--- config.mk ---
export PLATFORM = sky130hd
export DESIGN_NAME = json_string_escaper
export DESIGN_NICKNAME = d
export VERILOG_FILES = /design/src/rtl/jse_pkg.sv /design/src/rtl/jse_front.sv /design/src/rtl/jse_queue.sv /design/src/rtl/jse_back.sv /design/src/rtl/json_string_escaper.sv
export SDC_FILE = /design/constraint.sdc
export NUM_CORES = 1
export LEC_CHECK = 0
export BUFFER_PORTS_ARGS = -buffer_cell sky130_fd_sc_hd__clkbuf_2
export CAP_MARGIN = 10
export CORE_MARGIN = 10
export CORE_UTILIZATION = 30
export DETAILED_ROUTE_END_ITERATION = 6
export PLACE_DENSITY_LB_ADDON = 0.25
export SLEW_MARGIN = 20
export SYNTH_ARGS = -nofsm -noshare
export SYNTH_HDL_FRONTEND = slang
export SYNTH_HIERARCHICAL = 1
export SYNTH_SLANG_ARGS = --single-unit
--- constraint.sdc ---
create_clock -name i_clk -period 8.9 [get_ports i_clk]
set_input_delay 0.445 -clock i_clk [delete_from_list [all_inputs] [get_ports i_clk]]
set_output_delay 0.445 -clock i_clk [all_outputs]
set_load 0.1 [all_outputs]
--- src/rtl/jse_pkg.sv ---
// Shared types, constants and helper functions of the JSON string escaper.
`default_nettype none
package jse_pkg;

    localparam int QUEUE_DEPTH = 4;

    localparam logic [7:0] CH_BSLASH = 8'h5C;
    localparam logic [7:0] CH_U      = 8'h75;

    localparam logic [7:0] LEAD2_MASK = 8'hE0;
    localparam logic [7:0] LEAD2_VAL  = 8'hC0;
    localparam logic [7:0] LEAD3_MASK = 8'hF0;
    localparam logic [7:0] LEAD3_VAL  = 8'hE0;
    localparam logic [7:0] LEAD4_MASK = 8'hF8;
    localparam logic [7:0] LEAD4_VAL  = 8'hF0;

    localparam logic [20:0] SUPP_BASE = 21'h10000;
    localparam logic [5:0]  SURR_HI   = 6'b110110;  // 0xD800 >> 10
    localparam logic [5:0]  SURR_LO   = 6'b110111;  // 0xDC00 >> 10
    localparam logic [7:0]  STRAY_HI  = 8'hDC;

    typedef enum logic [1:0] {
        KIND_PLAIN = 2'd0,
        KIND_ESC   = 2'd1,
        KIND_UNI1  = 2'd2,
        KIND_UNI2  = 2'd3
    } t_kind;

    // One unit of output work: a raw byte, a two-byte escape, or one or two \uXXXX.
    typedef struct packed {
        t_kind       kind;
        logic [15:0] word0;
        logic [15:0] word1;
    } t_job;

    function automatic logic [7:0] hex_char(input logic [3:0] nib);
        logic [7:0] r;
        if (nib < 4'd10) begin
            r = 8'h30 + {4'd0, nib};
        end else begin
            r = 8'h57 + {4'd0, nib};
        end
        return r;
    endfunction

    function automatic logic [7:0] esc_letter(input logic [6:0] c);
        logic [7:0] r;
        case (c)
            7'h22:   r = 8'h22;
            7'h08:   r = 8'h62;
            7'h0C:   r = 8'h66;
            7'h0A:   r = 8'h6E;
            7'h0D:   r = 8'h72;
            7'h09:   r = 8'h74;
            7'h0B:   r = 8'h76;
            default: r = 8'h00;
        endcase
        return r;
    endfunction

    function automatic logic [3:0] job_len(input t_kind k);
        logic [3:0] r;
        case (k)
            KIND_PLAIN: r = 4'd1;
            KIND_ESC:   r = 4'd2;
            KIND_UNI1:  r = 4'd6;
            KIND_UNI2:  r = 4'd12;
            default:    r = 4'd1;
        endcase
        return r;
    endfunction

endpackage
`default_nettype wire

--- src/rtl/jse_front.sv ---
// Front end: takes input bytes, gathers UTF-8 sequences and issues output jobs.
`default_nettype none
module jse_front (
    input  wire logic          i_clk,
    input  wire logic          i_rst_n,
    input  wire logic          i_in_valid,
    output logic               o_in_ready,
    input  wire logic [7:0]    i_data_byte,
    input  wire logic          i_string_end,
    input  wire logic          i_cfg_valid,
    input  wire logic          i_cfg_escape_unicode,
    input  wire logic          i_queue_full,
    output logic               o_push,
    output jse_pkg::t_job      o_job
);
    import jse_pkg::*;

    logic          r_escape_unicode;
    logic [1:0]    r_pending;
    logic [1:0]    n_pending;
    logic [20:0]   r_accum;
    logic [20:0]   n_accum;
    logic          accept;
    logic [20:0]   gathered;
    logic [20:0]   supp;
    logic [7:0]    letter;

    assign o_in_ready = !i_queue_full;
    assign accept     = i_in_valid && o_in_ready;
    assign gathered   = {r_accum[14:0], i_data_byte[5:0]};
    assign supp       = gathered - SUPP_BASE;
    assign letter     = esc_letter(i_data_byte[6:0]);

    always_comb begin
        n_pending   = r_pending;
        n_accum     = r_accum;
        o_push      = 1'b0;
        o_job.kind  = KIND_PLAIN;
        o_job.word0 = {8'd0, i_data_byte};
        o_job.word1 = '0;
        if (r_pending != 2'd0) begin
            n_pending = r_pending - 2'd1;
            n_accum   = gathered;
            if (r_pending == 2'd1) begin
                n_accum = '0;
                o_push  = 1'b1;
                if (gathered[20:16] == 5'd0) begin
                    o_job.kind  = KIND_UNI1;
                    o_job.word0 = gathered[15:0];
                end else begin
                    o_job.kind  = KIND_UNI2;
                    o_job.word0 = {SURR_HI, supp[19:10]};
                    o_job.word1 = {SURR_LO, supp[9:0]};
                end
            end
        end else if (!i_data_byte[7]) begin
            o_push = 1'b1;
            if (letter != 8'd0) begin
                o_job.kind  = KIND_ESC;
                o_job.word0 = {8'd0, letter};
            end
        end else if (r_escape_unicode) begin
            if ((i_data_byte & LEAD2_MASK) == LEAD2_VAL) begin
                n_accum   = {16'd0, i_data_byte[4:0]};
                n_pending = 2'd1;
            end else if ((i_data_byte & LEAD3_MASK) == LEAD3_VAL) begin
                n_accum   = {17'd0, i_data_byte[3:0]};
                n_pending = 2'd2;
            end else if ((i_data_byte & LEAD4_MASK) == LEAD4_VAL) begin
                n_accum   = {18'd0, i_data_byte[2:0]};
                n_pending = 2'd3;
            end else begin
                o_push      = 1'b1;
                o_job.kind  = KIND_UNI1;
                o_job.word0 = {STRAY_HI, i_data_byte};
            end
        end else begin
            o_push = 1'b1;
        end
        if (i_string_end) begin
            n_pending = 2'd0;
            n_accum   = '0;
        end
        if (!accept) begin
            n_pending = r_pending;
            n_accum   = r_accum;
            o_push    = 1'b0;
        end
    end

    always_ff @(posedge i_clk) begin
        if (!i_rst_n) begin
            r_escape_unicode <= 1'b1;
            r_pending        <= 2'd0;
            r_accum          <= '0;
        end else begin
            if (i_cfg_valid) begin
                r_escape_unicode <= i_cfg_escape_unicode;
            end
            r_pending <= n_pending;
            r_accum   <= n_accum;
        end
    end

endmodule
`default_nettype wire

--- src/rtl/jse_queue.sv ---
// Small job queue in flip-flops between the front end and the serializer.
`default_nettype none
module jse_queue #(
    parameter int DEPTH = jse_pkg::QUEUE_DEPTH
) (
    input  wire logic          i_clk,
    input  wire logic          i_rst_n,
    input  wire logic          i_push,
    input  wire jse_pkg::t_job i_job,
    output logic               o_full,
    input  wire logic          i_pop,
    output logic               o_head_valid,
    output jse_pkg::t_job      o_head
);
    import jse_pkg::*;

    localparam int PW = (DEPTH > 1) ? $clog2(DEPTH) : 1;
    localparam int CW = $clog2(DEPTH + 1);
    localparam logic [PW-1:0] LAST_PTR = PW'(DEPTH - 1);
    localparam logic [CW-1:0] FULL_CNT = CW'(DEPTH);

    t_job          r_mem [DEPTH];
    logic [PW-1:0] r_wr_ptr;
    logic [PW-1:0] r_rd_ptr;
    logic [CW-1:0] r_count;
    logic          do_pop;

    assign o_full       = (r_count == FULL_CNT);
    assign o_head_valid = (r_count != '0);
    assign o_head       = r_mem[r_rd_ptr];
    assign do_pop       = i_pop && o_head_valid;

    always_ff @(posedge i_clk) begin
        if (i_push) begin
            r_mem[r_wr_ptr] <= i_job;
        end
    end

    always_ff @(posedge i_clk) begin
        if (!i_rst_n) begin
            r_wr_ptr <= '0;
            r_rd_ptr <= '0;
            r_count  <= '0;
        end else begin
            if (i_push) begin
                r_wr_ptr <= (r_wr_ptr == LAST_PTR) ? '0 : r_wr_ptr + 1'b1;
            end
            if (do_pop) begin
                r_rd_ptr <= (r_rd_ptr == LAST_PTR) ? '0 : r_rd_ptr + 1'b1;
            end
            if (i_push && !do_pop) begin
                r_count <= r_count + 1'b1;
            end else if (!i_push && do_pop) begin
                r_count <= r_count - 1'b1;
            end
        end
    end

endmodule
`default_nettype wire

--- src/rtl/jse_back.sv ---
// Back end: serializes one queued job into output bytes, one byte per cycle unless the output stalls.
`default_nettype none
module jse_back (
    input  wire logic          i_clk,
    input  wire logic          i_rst_n,
    input  wire logic          i_head_valid,
    input  wire jse_pkg::t_job i_head,
    output logic               o_pop,
    output logic               o_out_valid,
    input  wire logic          i_out_ready,
    output logic [7:0]         o_out_byte,
    output logic               o_last_of_run
);
    import jse_pkg::*;

    logic [3:0]  r_idx;
    logic        r_out_valid;
    logic [7:0]  r_out_byte;
    logic        r_last;
    logic        advance;
    logic        is_last;
    logic [7:0]  sel_byte;
    logic [2:0]  pos;
    logic [15:0] word;
    logic [3:0]  nib;

    assign advance = i_head_valid && (!r_out_valid || i_out_ready);
    assign is_last = (r_idx == job_len(i_head.kind) - 4'd1);
    assign o_pop   = advance && is_last;

    // Position within one \uXXXX group and the code unit it spells.
    always_comb begin
        if (r_idx < 4'd6) begin
            pos  = r_idx[2:0];
            word = i_head.word0;
        end else begin
            pos  = 3'(r_idx - 4'd6);
            word = i_head.word1;
        end
        case (pos)
            3'd2:    nib = word[15:12];
            3'd3:    nib = word[11:8];
            3'd4:    nib = word[7:4];
            default: nib = word[3:0];
        endcase
    end

    always_comb begin
        case (i_head.kind)
            KIND_PLAIN: sel_byte = i_head.word0[7:0];
            KIND_ESC:   sel_byte = (r_idx == 4'd0) ? CH_BSLASH : i_head.word0[7:0];
            default: begin
                if (pos == 3'd0) begin
                    sel_byte = CH_BSLASH;
                end else if (pos == 3'd1) begin
                    sel_byte = CH_U;
                end else begin
                    sel_byte = hex_char(nib);
                end
            end
        endcase
    end

    always_ff @(posedge i_clk) begin
        if (advance) begin
            r_out_byte <= sel_byte;
            r_last     <= is_last;
        end
    end

    always_ff @(posedge i_clk) begin
        if (!i_rst_n) begin
            r_idx       <= '0;
            r_out_valid <= 1'b0;
        end else begin
            if (advance) begin
                r_idx       <= is_last ? 4'd0 : r_idx + 4'd1;
                r_out_valid <= 1'b1;
            end else if (i_out_ready) begin
                r_out_valid <= 1'b0;
            end
        end
    end

    assign o_out_valid   = r_out_valid;
    assign o_out_byte    = r_out_byte;
    assign o_last_of_run = r_last;

endmodule
`default_nettype wire

--- src/rtl/json_string_escaper.sv ---
// JSON string body escaper: one input byte per cycle while the job queue has room, and
// escaped text out one byte per cycle unless the output stalls. A pushed job is stored
// in the job queue and then its first byte in the output register, which raises o_out_valid.
// Throughput: one input byte per cycle while the four-entry job queue has room; a job then
// is serialized into 1, 2, 6 or 12 output bytes, and a full queue stalls the input.
// Reset (synchronous, active low) closes any open UTF-8 sequence, empties the queue and
// the output register, and turns Unicode escaping on.
`default_nettype none
module json_string_escaper #(
    parameter int QUEUE_DEPTH = jse_pkg::QUEUE_DEPTH
) (
    input  wire logic       i_clk,
    input  wire logic       i_rst_n,
    input  wire logic       i_in_valid,
    output logic            o_in_ready,
    input  wire logic [7:0] i_data_byte,
    input  wire logic       i_string_end,
    output logic            o_out_valid,
    input  wire logic       i_out_ready,
    output logic [7:0]      o_out_byte,
    output logic            o_last_of_run,
    input  wire logic       i_cfg_valid,
    output logic            o_cfg_ready,
    input  wire logic       i_cfg_escape_unicode
);
    import jse_pkg::*;

    logic queue_full;
    logic push;
    t_job push_job;
    logic pop;
    logic head_valid;
    t_job head_job;

    assign o_cfg_ready = 1'b1;

    jse_front u_front (
        .i_clk                (i_clk),
        .i_rst_n              (i_rst_n),
        .i_in_valid           (i_in_valid),
        .o_in_ready           (o_in_ready),
        .i_data_byte          (i_data_byte),
        .i_string_end         (i_string_end),
        .i_cfg_valid          (i_cfg_valid),
        .i_cfg_escape_unicode (i_cfg_escape_unicode),
        .i_queue_full         (queue_full),
        .o_push               (push),
        .o_job                (push_job)
    );

    jse_queue #(
        .DEPTH (QUEUE_DEPTH)
    ) u_queue (
        .i_clk        (i_clk),
        .i_rst_n      (i_rst_n),
        .i_push       (push),
        .i_job        (push_job),
        .o_full       (queue_full),
        .i_pop        (pop),
        .o_head_valid (head_valid),
        .o_head       (head_job)
    );

    jse_back u_back (
        .i_clk         (i_clk),
        .i_rst_n       (i_rst_n),
        .i_head_valid  (head_valid),
        .i_head        (head_job),
        .o_pop         (pop),
        .o_out_valid   (o_out_valid),
        .i_out_ready   (i_out_ready),
        .o_out_byte    (o_out_byte),
        .o_last_of_run (o_last_of_run)
    );

endmodule
`default_nettype wire
==> impl_metrics.csv <==
group,metric,value,unit
worst_hold_path,holdPathStages,3,
grt,grt_usage,10.4,%
synth,synth_top_area_share,54.1,%
synth,yosysWarnings,6,
worst_setup_path,crit_fanout,34,
routing,avgRoutedWirePerCell,18.4,um
sta,timing.fmax,0.242,GHz
synth,syn_nets,567,
worst_hold_path,hp-class,"in -> reg",
synth,synth_top_area_cell,"edfxtp_1",
worst_setup_path,worstPathArrival,4480,ps
layout,multi_input_comb_area,2730,sq um
power,power.internal,1.66,mW
routing,drt-met1-wl,7.85,mm
floorplanning,core_region_area,26200,sq um
floorplanning,row_count,59,
synth,ys_seq_area_share,62.1,%
floorplanning,initial_core_util,30.7,%
synth,ys_types,72,
sta,tns,0,ps
grt,grt_overflow_total,0,
sta,maxSlewHeadroom,33.5,%
synth,synth.area.top_cells,"edfxtp_1, mux4_2, dfxtp_1",
routing,drtIter0Drc,400,
layout,fin_nets,587,
routing,num_vias,4520,
grt,antenna_found_initial,0,
layout,layout.cells.most_common,"edfxtp_1",
power,combPwrFrac,27.7,%
placed_design,dpl.hpwl,10.9,mm
sta,slew_viol_final,0,
clock_network,cts_buffers,17,
floorplanning,ioPinCount,27,
floorplanning,die_h,184,um
clock_network,clockBufferDepth,2,
power,clkPwrFrac,29.8,%
grt,grt_pass1_vias,4682,
layout,antenna_cells,0,
clock_network,post_cts_resized,0,
sta,fin_skew,8.40,ps
clock_network,cts.sinks,177,
synth,synth_async_sr_flop_share,0,%
power,ir_worst_vdd,133,uV
layout,regArea,5000,sq um
worst_setup_path,crit_path_end_kind,"flop",
clock_network,post-cts-setup-buffer-count,0,
floorplanning,die-area,33800,sq um
power,seq_power_share,42.5,%
sta,finalHoldViolCount,0,
run,maxCapViolCount,0,
synth,netlist_area,8050,sq um
sta,final-setup-viol-count,0,
layout,n_fill_cell,2517,
sta,finalCriticalPeriod,4130,ps
routing,route.met3.wl,689,um
placed_design,gp_congestion,0.790,
clock_network,cts_tree,"done",
sta,fin_crit_sh,46.4,%
layout,final_area,8990,sq um
placed_design,numPortBuffers,25,
layout,drive_gt1_share,19.5,%
routing,routed_wl,16.7,mm
worst_setup_path,crit_path_start_kind,"flop",
routing,highest_layer,"met4",
worst_setup_path,cp_data_required_time,9260,ps
outcome,outcome,"finished, final reports clean",
power,p_sw,0.805,mW
routing,drc,0,
clock_network,cts_root_buf,"clkbuf_16",
power,swShare,32.6,%
routing,dr_wl_met2,7.93,mm
worst_setup_path,reg2reg_depth,14,
power,leakagePower,3.17,nW
routing,drtAntennaViolNets,0,
routing,drt_first_pass_iters,5,
sta,rsz0062_at_grt,"no",
grt,grt_first_pass_wirelength,26.9,mm
grt,grt_max_degree,40,
synth,syn_avg_cell_area,14.9,sq um
layout,final_cell_mix,"edfxtp_1, nand2_1, mux4_2, dfxtp_1, mux2i_1",
clock_network,htreeDepth,4,
power,p_per_area,275,nW/um^2
routing,vias_per_cell,4.98,
synth,syn_inst,540,
synth,synth_edf_count,145,
clock_network,hold_buffers,0,
layout,area_delta_synth_final,11.7,%
synth,synth_flop_cell,"edfxtp_1",
floorplanning,die_x,184,um
placed_design,place_area,8410,sq um
clock_network,clock_latency,430,ps
synth,synth-seq-cells,177,
sta,tightest_slew,991,ps
worst_setup_path,crit_type,"reg -> reg",
power,total_power,2.47,mW
clock_network,path_clk_slew,70,ps
state kept, by name, indices dropped and copies added (netlist names), named ones only:
name,cells
u_back/r_idx,4
u_back/o_out_valid,1
u_front/r_pending,2
u_queue/r_count,3
u_front/r_escape_unicode,1
u_queue/r_wr_ptr,2
u_front/r_accum,15
u_queue/r_mem,136
u_queue/r_rd_ptr,2
u_back/o_out_byte,8
u_back/o_last_of_run,1
metrics by stage:
stage | util (%) | cells | setup WS [ps] | hold slack, ps
3_3_place_gp | 32.1 | 876 | 4870 | 472
3_5_place_dp | 32.1 | 876 | 4750 | 479
4_1_cts | 34.3 | 908 | 4740 | 229
2_1_floorplan | - | 540 | 5520 | 448
6_report | 34.3 | 908 | 4770 | 246
5_1_grt | 34.3 | 908 | 4460 | 248
final timing paths:
| check | start | to | slack, ps |
|---|---|---|---|
| worst max-delay path | flop | u_queue/r_count[2] | 4770 |
| worst min-delay path | i_cfg_escape_unicode | u_front/r_escape_unicode | 250 |
| worst max register to register | flop | u_queue/r_count[2] | 4770 |
| worst min register to register | u_front/r_accum[11] | u_front/r_accum[11] | 490 |
power by group through the flow:
stage	Sequential, mW	Combinational (mW)	Clock (mW)
after floorplan	1.22	0.399	0
after global placement	1.06	0.682	0
after detailed placement	1.07	0.696	0
after CTS	1.05	0.698	0.754
after global routing	1.06	0.740	0.791
final	1.05	0.683	0.736
worst max-delay path: stages (launching register included):
cell,delay [ps]
dfxtp_2,310
buf_4,540
mux4_1,800
nand4b_1,160
nor2_1,40
o21ai_0,310
and2_1,230
nor2_1,60
o31ai_1,160
ha_1,290
inv_1,70
fa_1,430
xor2_1,180
or3_1,300
a21boi_0,150
area by class of cell:
type                    instances  area share (%)
well taps                     335            4.66
clock buffers                  21            4.90
repair buffers                 33            2.06
multi-input cells             311            30.4
clock inverters                11            1.52
inverters                      20           0.891
flip-flops and latches        177            55.6
per-layer routing:
layer | up-vias | GRT usage (%)
met5 | - | 0
met4 | 0 | 3.93
met3 | 21 | 2.02
met2 | 116 | 16.2
met1 | 2260 | 13.9
li1 | 2123 | -
cell families (layout without fill, tap and decap cells):
group	count (synthesis)	count (layout)	share of synthesized area, %
flops	177	177	62.1
other cells	2	2	0.0933
buf+inv	52	85	4.03
compound gates	66	66	5.86
simple gates	157	157	10.5
mux	71	71	15.2
xor+xnor	3	3	0.327
fa+ha+maj	12	12	1.96
synth_stat cells (3+ instances only):
master and n:
o211ai_1 3, buf_4 7, nor3b_1 3, nand2_1 60, and2_1 9, a21o_1 3, o21ai_0 15, buf_6 5
and3_1 6, nor4b_1 3, buf_12 3, nor3_1 5, nand3b_1 3, buf_2 8, a21boi_0 6, nand3_1 12
mux2i_1 29, and3_2 5, inv_1 18, ha_1 11, a31oi_1 3, nor4_1 3, edfxtp_1 145, mux2i_2 3
clkbuf_1 8, nand2b_1 3, mux4_1 7, o31ai_1 4, nand4_1 3, mux4_2 31, dfxtp_1 32, nor2b_1 7
nor2_1 18, a21oi_1 8
No activity file was read; power rests on OpenSTA's default activity.
